File: src/hdl/ilp_pkg.sv
`default_nettype none
package ilp_pkg;

	// field widths
	localparam int SAMPLE_W = 16;
	localparam int CHAN_W   = 2;
	localparam int COEF_W   = 9;
	localparam int OFF_W    = 7;
	localparam int LIGHT_W  = 7;
	localparam int ACC_W    = 25;
	localparam int FRAC_W   = 8;
	localparam int OUT_DATA_W = 24;

	// serial gain multiply: gain consumed one 3-bit digit per cycle
	localparam int DIGIT_W  = 3;
	localparam int DIGITS   = (COEF_W + DIGIT_W - 1) / DIGIT_W;
	localparam int DIFF_W   = ACC_W + 1 - FRAC_W;
	localparam int MCAND_W  = DIFF_W + DIGIT_W * (DIGITS - 1);
	localparam int SUM_W    = ACC_W + 3;

	// light scaling
	localparam int LIGHT_SHIFT = 10;
	localparam logic [LIGHT_W-1:0] LIGHT_MAX = 7'd100;

	// register reset values
	localparam logic [COEF_W-1:0] COEF_CH0_RST = 9'd160;
	localparam logic [COEF_W-1:0] COEF_CH1_RST = 9'd160;
	localparam logic [COEF_W-1:0] COEF_CH2_RST = 9'd4;
	localparam logic [OFF_W-1:0]  OFFSET_RST   = 7'd20;

	// configuration register indexes
	typedef enum logic [1:0] {
		REG_COEF_CH0,
		REG_COEF_CH1,
		REG_COEF_CH2,
		REG_LIGHT_OFFSET
	} reg_idx_t;

	// sequencer states
	typedef enum logic [1:0] {
		ST_IDLE,
		ST_MAC,
		ST_DONE
	} state_t;

endpackage
`default_nettype wire

File: src/hdl/ilp_mac.sv
`default_nettype none
// Digit-serial multiply-accumulate: acc + d * coef, one gain digit per cycle,
// saturated to the accumulator range.
module ilp_mac (
	input  wire logic                              clk,
	input  wire logic                              arst_n,
	input  wire logic                              start,
	input  wire logic signed [ilp_pkg::DIFF_W-1:0] d,
	input  wire logic        [ilp_pkg::COEF_W-1:0] coef,
	input  wire logic signed [ilp_pkg::ACC_W-1:0]  acc_in,
	output logic                                   done,
	output logic signed      [ilp_pkg::ACC_W-1:0]  acc_out
);

	localparam int CNT_W = $clog2(ilp_pkg::DIGITS + 1);
	localparam logic [CNT_W-1:0] CNT_LAST = CNT_W'(ilp_pkg::DIGITS - 1);

	logic                                busy_q;
	logic                                done_q;
	logic [CNT_W-1:0]                    cnt_q;
	logic signed [ilp_pkg::SUM_W-1:0]    sum_q;
	logic signed [ilp_pkg::MCAND_W-1:0]  mcand_q;
	logic [ilp_pkg::COEF_W-1:0]          coef_q;
	logic signed [ilp_pkg::SUM_W-1:0]    pp;
	logic signed [ilp_pkg::SUM_W-1:0]    digit_ext;

	// partial product of the shifted multiplicand and the low gain digit
	always_comb begin
		digit_ext = $signed({{(ilp_pkg::SUM_W - ilp_pkg::DIGIT_W){1'b0}},
			coef_q[ilp_pkg::DIGIT_W-1:0]});
		pp = ilp_pkg::SUM_W'(mcand_q) * digit_ext;
	end

	// control
	always_ff @(posedge clk or negedge arst_n) begin
		if (!arst_n) begin
			busy_q <= 1'b0;
			done_q <= 1'b0;
			cnt_q  <= '0;
		end else if (start) begin
			busy_q <= 1'b1;
			done_q <= 1'b0;
			cnt_q  <= '0;
		end else if (busy_q) begin
			cnt_q <= cnt_q + 1'b1;
			if (cnt_q == CNT_LAST) begin
				busy_q <= 1'b0;
				done_q <= 1'b1;
			end
		end else begin
			done_q <= 1'b0;
		end
	end

	// datapath: sum grows by one digit product, multiplicand moves up a digit
	always_ff @(posedge clk) begin
		if (start) begin
			sum_q   <= ilp_pkg::SUM_W'(acc_in);
			mcand_q <= ilp_pkg::MCAND_W'(d);
			coef_q  <= coef;
		end else if (busy_q) begin
			sum_q   <= sum_q + pp;
			mcand_q <= mcand_q <<< ilp_pkg::DIGIT_W;
			coef_q  <= coef_q >> ilp_pkg::DIGIT_W;
		end
	end

	// saturate to the accumulator range
	always_comb begin
		if (sum_q[ilp_pkg::SUM_W-1:ilp_pkg::ACC_W-1] == '0 ||
			sum_q[ilp_pkg::SUM_W-1:ilp_pkg::ACC_W-1] == '1) begin
			acc_out = sum_q[ilp_pkg::ACC_W-1:0];
		end else if (sum_q[ilp_pkg::SUM_W-1]) begin
			acc_out = {1'b1, {(ilp_pkg::ACC_W-1){1'b0}}};
		end else begin
			acc_out = {1'b0, {(ilp_pkg::ACC_W-1){1'b1}}};
		end
	end

	assign done = done_q;

endmodule
`default_nettype wire

File: src/hdl/ilp_light.sv
`default_nettype none
// Light level: max(v,0)*100 >> 10, minus offset, clamped to 0..100.
module ilp_light (
	input  wire logic signed [ilp_pkg::SAMPLE_W-1:0] filtered,
	input  wire logic        [ilp_pkg::OFF_W-1:0]    offset,
	output logic             [ilp_pkg::LIGHT_W-1:0]  level
);

	localparam int V_W = ilp_pkg::SAMPLE_W - 1;
	localparam int P_W = V_W + 7;
	localparam int Q_W = P_W - ilp_pkg::LIGHT_SHIFT;

	logic [V_W-1:0]   v;
	logic [P_W-1:0]   p;
	logic [Q_W-1:0]   q;
	logic signed [Q_W:0] lvl;

	always_comb begin
		v   = filtered[ilp_pkg::SAMPLE_W-1] ? '0 : filtered[V_W-1:0];
		// times 100 as 64 + 32 + 4
		p   = (P_W'(v) << 6) + (P_W'(v) << 5) + (P_W'(v) << 2);
		q   = p[P_W-1:ilp_pkg::LIGHT_SHIFT];
		lvl = $signed({1'b0, q}) - $signed((Q_W + 1)'(offset));
		if (lvl[Q_W]) begin
			level = '0;
		end else if (lvl > $signed((Q_W + 1)'(ilp_pkg::LIGHT_MAX))) begin
			level = ilp_pkg::LIGHT_MAX;
		end else begin
			level = lvl[ilp_pkg::LIGHT_W-1:0];
		end
	end

endmodule
`default_nettype wire

File: src/hdl/multichannel_iir_lowpass_light_level.sv
`default_nettype none
// Channel  | Dir | Bus                          | Contents
// s        | in  | s_tvalid/s_tready/s_tdata/tuser | sample in tdata, channel in tuser
// m        | out | m_tvalid/m_tready/m_tdata/tuser | filtered, light_percent; channel
// cfg      | in  | cfg_valid/cfg_ready/index/data  | gains and light offset
//
// A primed channel's sample goes through accept, serial gain multiply (3 gain
// bits per cycle), accumulator write-back and output fill.
// A first sample or an invalid channel goes from accept straight to output fill.
// Reset clears the primed flags and loads the register defaults.
// A new sample is taken while the previous result waits in the output register;
// a stalled output holds the sequencer in its final state.
module multichannel_iir_lowpass_light_level #(
	parameter int CHANNELS = 3
) (
	input  wire logic                            clk,
	input  wire logic                            arst_n,
	// sample stream
	input  wire logic                            s_tvalid,
	output logic                                 s_tready,
	input  wire logic [ilp_pkg::SAMPLE_W-1:0]    s_tdata,  // [15:0] sample
	input  wire logic [ilp_pkg::CHAN_W-1:0]      s_tuser,  // [1:0] channel
	// result stream
	output logic                                 m_tvalid,
	input  wire logic                            m_tready,
	output logic [ilp_pkg::OUT_DATA_W-1:0]       m_tdata,  // [15:0] filtered, [22:16] light_percent
	output logic [ilp_pkg::CHAN_W-1:0]           m_tuser,  // [1:0] out_channel
	// configuration writes
	input  wire logic                            cfg_valid,
	output logic                                 cfg_ready,
	input  wire logic [1:0]                      cfg_index,
	input  wire logic [ilp_pkg::COEF_W-1:0]      cfg_data
);

	localparam int CH_W = (CHANNELS > 1) ? $clog2(CHANNELS) : 1;
	localparam int SAMP_W = ilp_pkg::SAMPLE_W;
	localparam int ACC_W  = ilp_pkg::ACC_W;
	localparam int F_W    = ACC_W - ilp_pkg::FRAC_W + 1;

	ilp_pkg::state_t state_q, state_d;

	logic [ilp_pkg::COEF_W-1:0] coef0_q, coef1_q, coef2_q;
	logic [ilp_pkg::OFF_W-1:0]  offset_q;

	logic signed [ACC_W-1:0] acc_q [CHANNELS];
	logic [CHANNELS-1:0]     primed_q;

	logic [ilp_pkg::CHAN_W-1:0] ch_q;
	logic signed [SAMP_W-1:0]   f_q;

	logic                       m_tvalid_q;
	logic [ilp_pkg::OUT_DATA_W-1:0] m_tdata_q;
	logic [ilp_pkg::CHAN_W-1:0] m_tuser_q;

	logic                       s_acc;
	logic                       valid_ch;
	logic                       ch_primed;
	logic [CH_W-1:0]            in_idx;
	logic [CH_W-1:0]            cur_idx;
	logic signed [SAMP_W-1:0]   sample;
	logic [ilp_pkg::COEF_W-1:0] coef_sel;
	logic signed [ACC_W:0]      diff;
	logic signed [ilp_pkg::DIFF_W-1:0] d;
	logic                       mac_start;
	logic                       mac_done;
	logic signed [ACC_W-1:0]    mac_acc;
	logic signed [F_W:0]        f_round;
	logic signed [SAMP_W-1:0]   f_sat;
	logic [ilp_pkg::LIGHT_W-1:0] light;
	logic                       load_out;

	assign sample    = $signed(s_tdata);
	assign in_idx    = s_tuser[CH_W-1:0];
	assign cur_idx   = ch_q[CH_W-1:0];
	assign valid_ch  = (s_tuser < ilp_pkg::CHAN_W'(CHANNELS));
	assign ch_primed = valid_ch && primed_q[in_idx];
	assign s_acc     = s_tvalid && s_tready;
	assign cfg_ready = 1'b1;

	// configuration registers
	always_ff @(posedge clk or negedge arst_n) begin
		if (!arst_n) begin
			coef0_q  <= ilp_pkg::COEF_CH0_RST;
			coef1_q  <= ilp_pkg::COEF_CH1_RST;
			coef2_q  <= ilp_pkg::COEF_CH2_RST;
			offset_q <= ilp_pkg::OFFSET_RST;
		end else if (cfg_valid && cfg_ready) begin
			unique case (ilp_pkg::reg_idx_t'(cfg_index))
				ilp_pkg::REG_COEF_CH0:     coef0_q  <= cfg_data;
				ilp_pkg::REG_COEF_CH1:     coef1_q  <= cfg_data;
				ilp_pkg::REG_COEF_CH2:     coef2_q  <= cfg_data;
				ilp_pkg::REG_LIGHT_OFFSET: offset_q <= cfg_data[ilp_pkg::OFF_W-1:0];
			endcase
		end
	end

	// gain of the incoming channel
	always_comb begin
		case (s_tuser)
			2'd1:    coef_sel = coef1_q;
			2'd2:    coef_sel = coef2_q;
			default: coef_sel = coef0_q;
		endcase
	end

	// (sample*256 - acc) >>> 8
	always_comb begin
		diff = $signed({{1{sample[SAMP_W-1]}}, sample, {ilp_pkg::FRAC_W{1'b0}}})
			- $signed({acc_q[in_idx][ACC_W-1], acc_q[in_idx]});
		d = diff[ACC_W:ilp_pkg::FRAC_W];
	end

	ilp_mac u_mac (
		.clk     (clk),
		.arst_n  (arst_n),
		.start   (mac_start),
		.d       (d),
		.coef    (coef_sel),
		.acc_in  (acc_q[in_idx]),
		.done    (mac_done),
		.acc_out (mac_acc)
	);

	// rounded, saturated output of the new accumulator
	always_comb begin
		f_round = $signed({mac_acc[ACC_W-1], mac_acc[ACC_W-1:ilp_pkg::FRAC_W]})
			+ $signed({{F_W{1'b0}}, mac_acc[ilp_pkg::FRAC_W-1]});
		if (f_round[F_W:SAMP_W-1] == '0 || f_round[F_W:SAMP_W-1] == '1) begin
			f_sat = f_round[SAMP_W-1:0];
		end else if (f_round[F_W]) begin
			f_sat = {1'b1, {(SAMP_W-1){1'b0}}};
		end else begin
			f_sat = {1'b0, {(SAMP_W-1){1'b1}}};
		end
	end

	ilp_light u_light (
		.filtered (f_q),
		.offset   (offset_q),
		.level    (light)
	);

	// sequencer
	always_ff @(posedge clk or negedge arst_n) begin
		if (!arst_n) begin
			state_q <= ilp_pkg::ST_IDLE;
		end else begin
			state_q <= state_d;
		end
	end

	always_comb begin
		state_d   = state_q;
		s_tready  = 1'b0;
		mac_start = 1'b0;
		load_out  = 1'b0;
		unique case (state_q)
			ilp_pkg::ST_IDLE: begin
				s_tready = 1'b1;
				if (s_tvalid) begin
					if (ch_primed) begin
						mac_start = 1'b1;
						state_d   = ilp_pkg::ST_MAC;
					end else begin
						state_d = ilp_pkg::ST_DONE;
					end
				end
			end
			ilp_pkg::ST_MAC: begin
				if (mac_done) begin
					state_d = ilp_pkg::ST_DONE;
				end
			end
			ilp_pkg::ST_DONE: begin
				if (!m_tvalid_q || m_tready) begin
					load_out = 1'b1;
					state_d  = ilp_pkg::ST_IDLE;
				end
			end
			default: state_d = ilp_pkg::ST_IDLE;
		endcase
	end

	// primed flags
	always_ff @(posedge clk or negedge arst_n) begin
		if (!arst_n) begin
			primed_q <= '0;
		end else if (s_acc && valid_ch) begin
			primed_q[in_idx] <= 1'b1;
		end
	end

	// accumulators and current request
	always_ff @(posedge clk) begin
		if (s_acc) begin
			ch_q <= s_tuser;
			if (!valid_ch) begin
				f_q <= '0;
			end else if (!primed_q[in_idx]) begin
				f_q            <= sample;
				acc_q[in_idx]  <= $signed({sample[SAMP_W-1],
					sample, {ilp_pkg::FRAC_W{1'b0}}});
			end
		end else if (mac_done) begin
			acc_q[cur_idx] <= mac_acc;
			f_q            <= f_sat;
		end
	end

	// output register
	always_ff @(posedge clk or negedge arst_n) begin
		if (!arst_n) begin
			m_tvalid_q <= 1'b0;
		end else if (load_out) begin
			m_tvalid_q <= 1'b1;
		end else if (m_tready) begin
			m_tvalid_q <= 1'b0;
		end
	end

	always_ff @(posedge clk) begin
		if (load_out) begin
			m_tdata_q <= {1'b0, light, f_q};
			m_tuser_q <= ch_q;
		end
	end

	assign m_tvalid = m_tvalid_q;
	assign m_tdata  = m_tdata_q;
	assign m_tuser  = m_tuser_q;

`ifndef SYNTH
	a_mac_done_in_mac: assert property (@(posedge clk) disable iff (!arst_n)
		mac_done |-> state_q == ilp_pkg::ST_MAC)
		else $error("multiply finished outside its state");

	a_accept_leaves_idle: assert property (@(posedge clk) disable iff (!arst_n)
		s_acc |=> state_q != ilp_pkg::ST_IDLE)
		else $error("accepted sample did not start work");

	a_light_range: assert property (@(posedge clk) disable iff (!arst_n)
		m_tvalid |-> m_tdata[22:16] <= ilp_pkg::LIGHT_MAX)
		else $error("light level above 100");

	a_load_done: assert property (@(posedge clk) disable iff (!arst_n)
		load_out |=> m_tvalid && state_q == ilp_pkg::ST_IDLE)
		else $error("result load did not reach the output");
`endif

endmodule
`default_nettype wire

File: config.mk
export PLATFORM = sky130hd
export DESIGN_NAME = multichannel_iir_lowpass_light_level
export DESIGN_NICKNAME = d
export VERILOG_FILES = /design/src/hdl/ilp_pkg.sv /design/src/hdl/ilp_mac.sv /design/src/hdl/ilp_light.sv /design/src/hdl/multichannel_iir_lowpass_light_level.sv
export SDC_FILE = /design/constraint.sdc
export NUM_CORES = 1
export LEC_CHECK = 0
export ABC_AREA = 1
export BUFFER_PORTS_ARGS = -buffer_cell sky130_fd_sc_hd__buf_2
export CAP_MARGIN = 20
export CORE_MARGIN = 10
export CORE_UTILIZATION = 50
export CTS_BUF_LIST = sky130_fd_sc_hd__clkbuf_2
export CTS_CLUSTER_DIAMETER = 30
export DETAILED_ROUTE_END_ITERATION = 6
export HOLD_SLACK_MARGIN = 0.12
export PLACE_DENSITY = 0.67
export SLEW_MARGIN = 0
export SYNTH_ARGS = -nofsm -noshare
export SYNTH_HDL_FRONTEND = slang
export SYNTH_HIERARCHICAL = 1
export SYNTH_SLANG_ARGS = --single-unit
File: constraint.sdc
create_clock -name clk -period 4.85 [get_ports clk]
set_input_delay 0.97 -clock clk [delete_from_list [all_inputs] [get_ports clk]]
set_output_delay 0.97 -clock clk [all_outputs]
set_load 0.005 [all_outputs]
=== Yosys cells after proc, flatten, opt, wreduce, memory -nomap -nowiden ===
Memory sizes are Yosys's and may differ from the RTL's.
Index checks and enable logic that the tools add are counted.
Widths: inputs -> output; s select.

* Bits in latches: 0
* Input bits: 34
* Register bits after elaboration: 148
* Output and inout bits: 29
* Logic and storage cells: 123
* Memories kept: 1
* Memory bits (writable): 75
* Memory bits (read-only): 0

{| class="wikitable"
|+ Memory list
! name !! depth !! width !! read ports !! clocked after memory_dff !! wr ports !! RTL line !! text
|-
| acc_q || 3 || 25 || 1 || 0 || 1 || multichannel_iir_lowpass_light_level.sv:45 || <nowiki>logic signed [ACC_W-1:0] acc_q [CHANNELS];</nowiki>
|}

* $add $sub $neg: 7
* Reductions and logical operators: 23
* Multipliers: 1
* Eq/ne operators: 15
* Div/mod/pow operators: 0
* Mux-type cells: 52
* $lt $le $gt $ge: 4
* Bitwise logic cells: 1
* Shift-type cells: 0

{| class="wikitable"
|+ Operator list
! cell !! count
|-
| $mux 16 || 6
|-
| $mux 25 || 3
|-
| $mux 28 || 2
|-
| $mux 24 || 2
|-
| $add 28x28->28 || 1
|-
| $mul 24x4->28 || 1
|-
| $sub 24x25->26 || 1
|-
| $reduce_or 25->1 || 1
|-
| $mux 1 || 24
|-
| $add 21x20->22 || 1
|-
| $add 22x17->22 || 1
|-
| $add 17x2->18 || 1
|-
| $mux 9 || 2
|-
| $pmux 9 s2 || 1
|-
| $mux 15 || 1
|-
| $mux 2 || 7
|-
| $gt 13x8->1 const B || 1
|-
| $sub 12x7->13 || 1
|-
| $eq 2x2->1 const B || 5
|-
| $reduce_and 2->1 || 5
|-
| $eq 4x4->1 const B || 2
|-
| $logic_not 4->1 || 2
|-
| $mux 7 || 1
|-
| $eq 2x1->1 const B || 3
|-
| 18 further kinds || 28
|}

=== Depth between registers and ports, before layout ===
* Depth in word-level cells: 9
* Depth in mapped cells: 30
* Mapped depth without buffers: 29

=== Cells and area by module ===
The synthesis kept the hierarchy.

{| class="wikitable"
|+ Modules (own cells, without submodules)
! module !! instances !! area an instance (µm²) !! cells each !! seq. area each (µm²)
|-
| multichannel_iir_lowpass_light_level || 1 || 8379.3 || 932 || 4553.1
|-
| ilp_mac || 1 || 7249.5 || 1054 || 1931.9
|-
| ilp_light || 1 || 1853.0 || 320 || 0.0
|}

=== Least setup slack after synthesis ===
OpenSTA, ideal clock, no wires.

* Path type: in2reg
* From: in s_tuser[1] (netlist bit)
* To: mem acc_q[0][0] (enable)
* Arrival: 3561 ps
* Buffers on the path: 2
* Setup time: 438 ps
* Cell stages on the path: 7
* Path slack: 851 ps
* Cells stage by stage: inv_2 -> buf_2 -> buf_2 -> nand2_1 -> o221ai_1 -> a21oi_1 -> nor3_1

* Word-level cells in the longest chain between the ends: 7
* Elaborated cells on any way between the ends: 9
* Those cells by class: 1 x order compare; 8 x mux

{| class="wikitable"
|+ RTL lines
! element !! RTL line !! text
|-
| from (decl) || multichannel_iir_lowpass_light_level.sv:22 || <nowiki>input wire logic [ilp_pkg::CHAN_W-1:0] s_tuser,</nowiki>
|-
| $bmux 1 s2 || multichannel_iir_lowpass_light_level.sv:199 || <nowiki>end else if (!primed_q[in_idx]) begin</nowiki>
|-
| $mux 1 (implied by the code) || multichannel_iir_lowpass_light_level.sv:199 ||
|-
| $mux 1 || multichannel_iir_lowpass_light_level.sv:199 ||
|-
| $mux 1 || multichannel_iir_lowpass_light_level.sv:197 || <nowiki>if (!valid_ch) begin</nowiki>
|-
| $mux 1 || multichannel_iir_lowpass_light_level.sv:195 || <nowiki>if (s_acc) begin</nowiki>
|-
| $mux 1 (implied by the code) || multichannel_iir_lowpass_light_level.sv:201 || <nowiki>acc_q[in_idx] <= $signed({sample[SAMP_W-1],</nowiki>
|-
| $mux 1 (no line) || -- ||
|-
| to (decl) || multichannel_iir_lowpass_light_level.sv:45 ||
|}

Several ways; a longest one is shown, not always the timed one. The select of a mux whose other input is x is not followed.

=== Worst setup path after layout ===
* From: reg f_q[15]
* To: reg m_tdata_q, in the netlist m_tdata[21] (data pin)

* Word-level cells in the longest chain between the ends: 6

{| class="wikitable"
|+ RTL lines
! element !! RTL line !! text
|-
| from (decl) || multichannel_iir_lowpass_light_level.sv:49 || <nowiki>logic signed [SAMP_W-1:0] f_q;</nowiki>
|-
| from (signal assigned) || multichannel_iir_lowpass_light_level.sv:200 || <nowiki>f_q <= sample;</nowiki>
|-
| from (signal assigned) || multichannel_iir_lowpass_light_level.sv:206 || <nowiki>f_q <= f_sat;</nowiki>
|-
| $mux 15 * || ilp_light.sv:19 || <nowiki>v = filtered[ilp_pkg::SAMPLE_W-1] ? '0 : filtered[V_W-1:0];</nowiki>
|-
| $add 21x20->22 || ilp_light.sv:21 || <nowiki>p = (P_W'(v) << 6) + (P_W'(v) << 5) + (P_W'(v) << 2);</nowiki>
|-
| $add 22x17->22 * || ilp_light.sv:21 ||
|-
| $sub 12x7->13 * || ilp_light.sv:23 || <nowiki>lvl = $signed({1'b0, q}) - $signed((Q_W + 1)'(offset));</nowiki>
|-
| $gt 13x8->1 || ilp_light.sv:26 || <nowiki>end else if (lvl > $signed((Q_W + 1)'(ilp_pkg::LIGHT_MAX))) begin</nowiki>
|-
| $mux 7 || ilp_light.sv:26 ||
|-
| to (signal assigned) || multichannel_iir_lowpass_light_level.sv:223 || <nowiki>m_tdata_q <= {1'b0, light, f_q};</nowiki>
|-
| to (decl) || multichannel_iir_lowpass_light_level.sv:52 || <nowiki>logic [ilp_pkg::OUT_DATA_W-1:0] m_tdata_q;</nowiki>
|}

Mark *: on every way between the ends. The rest lies on a longest branch, timed or not.
A chain may end at the register's enable or synchronous reset.

==> impl_results.md <==
- Status: complete, no violations
- Unique cell type count in the Yosys netlist: 52
- Primary FF master, synth: edfxtp_1
- Port Buffer Count: 60
- Vias in the first global route: 14400
- Final nets: 2627
- Net Count, Synth: 2506
- Setup Crit Path Kind: register to register
- Initial Util: 50.6%
- DRC: 0
- GRT Total Usage: 21.9%
- Antenna violations before repair: 1
- Worst EP arrival: 5270 ps
- R2R Path Start: f_q[15]
- Worst-Margin Slew: 963 ps
- Worst R2R Path Depth: 23
- CP dominant cell by count: nand2_1
- DR vias: 14900
- Met1 WL: 21200 µm
- Yosys reg bits: 223
- Hold path start: cfg_data[3]
- HP Class: input pin to register
- First-pass GRT wire length: 74100 µm
- Sequential share of the synthesized area: 37.1%
- Core Region: 0.0345 mm²
- Final hold viol count: 0
- Wire length on met3: 2870 µm
- Post-DP HPWL: 36600 µm
- Slew margin rel.: 35.8%
- Wire length on met2: 20900 µm
- Worst Path Required: 5630 ps
- Mapped cell area: 0.0175 mm²
- Hold-critical path endpoint: offset_q[3]
- Worst skew pair latency: 1040 ps
- Flop2flop setup slack: 360 ps
- RePlAce Congestion: 0.920
- Die ar.: 0.0428 mm²
- Critical Path, Cell by Cell: nor2_1 > nor2_1 > a21oi_1 > ha_1 > ha_1 > nand2_1 > nand2_1 > inv_1 > nand3_1 > nand2_1 > nor2_1 > nor2_1 > xnor2_1 > ha_1 > nand2_1 > inv_1 > nand2_1 > nand2_1 > o21ai_0 > nand3_2 > a21oi_4 > and2_4 > nand3_1
- Crit path max fanout: 10
- CTS Sinks: 223
- Number of I/O pins: 63
- Endpoints failing setup: 0
- Asr flop ratio synth: 19.7%
- RSZ-0062 raised after global routing: false
- Fraction of layout cells with a size suffix above 1: 13.7%
- Hold Crit Depth: 3
- Yosys warning count: 6
- Max-cap violations: 0
- First-pass DRT Iterations: 6
- Syn avg cell area: 7.58 µm²
- Grt total ovfl: 0
- Synth Instances: 2306
- Vias per inst: 5.07
- Crit. End Element: register
- Final wirelength: 46100 µm
- DR iter-0 viols: 1131
- Remaining antenna violation count: 0
- Routed len/inst: 15.7 µm
- Fillers: 3312
- # rows: 68
- Largest net degree at the start of global routing: 52
- Final min period: 4490 ps
- Max layer used: met4
- Max Slew Vio Count: 0
- Period utilization: 92.5%
- Critical Path Start Type: register
- Slowest library cell on the worst path: edfxtp_1
- CTS-repair resized insts: 0
- Clock Path Buffers: 3
- Reg2reg end: m_tdata[21]
- CTS tree: built
- Syn-to-layout area delta: 9.72%
- Cts bufs inserted: 60
- Reg clk slew, reported paths: 100 ps
- Die outline width: 207 µm
- CTS HTree Levels: 2
- Clk root buf: clkbuf_2
- Die height: 207 µm
- Skew final: 69.2 ps
- Largest stage delay on the critical path: 610 ps
- Post-synth EDFFs: 179
- Max Clk Rate: 223 MHz
- Setup tns final: 0 ps
[how the worst max path moves through the flow]
stage                from  slack, ps  cells after the start     endpoint
6_report          f_q[15]        360                     23  m_tdata[21]
3_3_place_gp      f_q[15]        600                     26  m_tdata[16]
2_1_floorplan  s_tuser[1]        850                      7  acc_q[0][0]
4_1_cts           f_q[15]        510                     23  m_tdata[18]
3_5_place_dp      f_q[15]        490                     23  m_tdata[18]
5_1_grt           f_q[15]         30                     24  m_tdata[20]
[logic make-up after synthesis]
kind of cell	count (synthesis)	synth area share [%]
xor+xnor	31	1.55
simple gates	1112	27.1
other cells	2	0.0430
flops	223	37.1
fa+ha+maj	166	14.3
compound gates	240	7.96
buf+inv	532	11.9
[per-stage QoR]
step / setup WS, ps / util [%] / hold WS, ps / cells / area [µm²]
after floorplan: 851 / - / 426 / 2306 / 17500
after global placement: 597 / 53.4 / 448 / 2813 / 18500
after detailed placement: 495 / 53.4 / 449 / 2813 / 18500
after CTS: 512 / 55.5 / 125 / 2931 / 19200
after global routing: 33.1 / 55.5 / 168 / 2932 / 19200
final: 364 / 55.5 / 260 / 2932 / 19200
[metal layers]
metal | global-route usage, % | vias up
met5 | 0 | -
met4 | 7.40 | 0
met3 | 3.03 | 70
met2 | 34.6 | 442
met1 | 30.3 | 6878
li1 | - | 7487
[flip-flops by register name, indices dropped and copies added, names as in the netlist, 3 cells and up]
name	flops
coef2_q	9
u_mac/mcand_q	24
f_q	16
coef1_q	9
u_mac/sum_q	28
acc_q	75
coef0_q	9
m_tdata	23
primed_q	3
u_mac/coef_q	9
offset_q	7
[cell usage after synthesis (all sizes together) (11+ instances only)]
master	number	share of area (%)
ha	109	7.8
fa	57	6.5
a21oi	61	1.8
nand2	771	17
o21bai	11	0.52
clkbuf	28	0.62
nor3	16	0.46
o21ai	119	3.6
dfrtp	37	5.3
a31oi	11	0.39
inv	476	10
nand4	24	0.86
edfxtp	179	31
o211ai	18	0.77
xor2	25	1.3
buf	26	1.0
nor2	143	3.6
or2	34	1.2
a21o	14	0.60
nand3	112	3.4
[placed cells by master (no fill, tap or decap), drive strengths merged, types with 16 or more instances in the layout]
cell type and instances:
nand4 24, nor3 16, a21oi 61, or2 34, clkbuf 78, clkinv 28
edfxtp 179, nor2 143, nand3 112, inv 479, o211ai 18, fa 57
ha 109, xor2 25, buf 106, nand2 771, o21ai 119, dfrtp 37
[layout make-up]
class                   instances  area [µm²]  share of cell area, %
diodes                          1        2.50                 0.0130
repair buffers                113         741                   3.86
clock buffers                  78         390                   2.04
clock inverters                33         256                   1.34
inverters                     478        1800                   9.39
flip-flops and latches        223        6480                   33.8
multi-input cells            1551        8930                   46.6
well taps                     455         569                   2.97
[critical path, delay by kind of cell (launching register included)]
kind                       cells  cell delay, ps
AOI/OAI and AO/OA              3             680
xor gates and xnor gates       1             280
adders and majority gates      3             960
buffers and inverters          2             100
DFF                            1             610
and+or+nand+nor               14            1620
[timing repair]
action,CTS,global route
buffers inserted,0,0
endpoints found under the hold margin,47,0
hold buffers,7,0
Power is not shown: default switching activity piles up to over one toggle a cycle in this logic, so the estimate is an artifact.
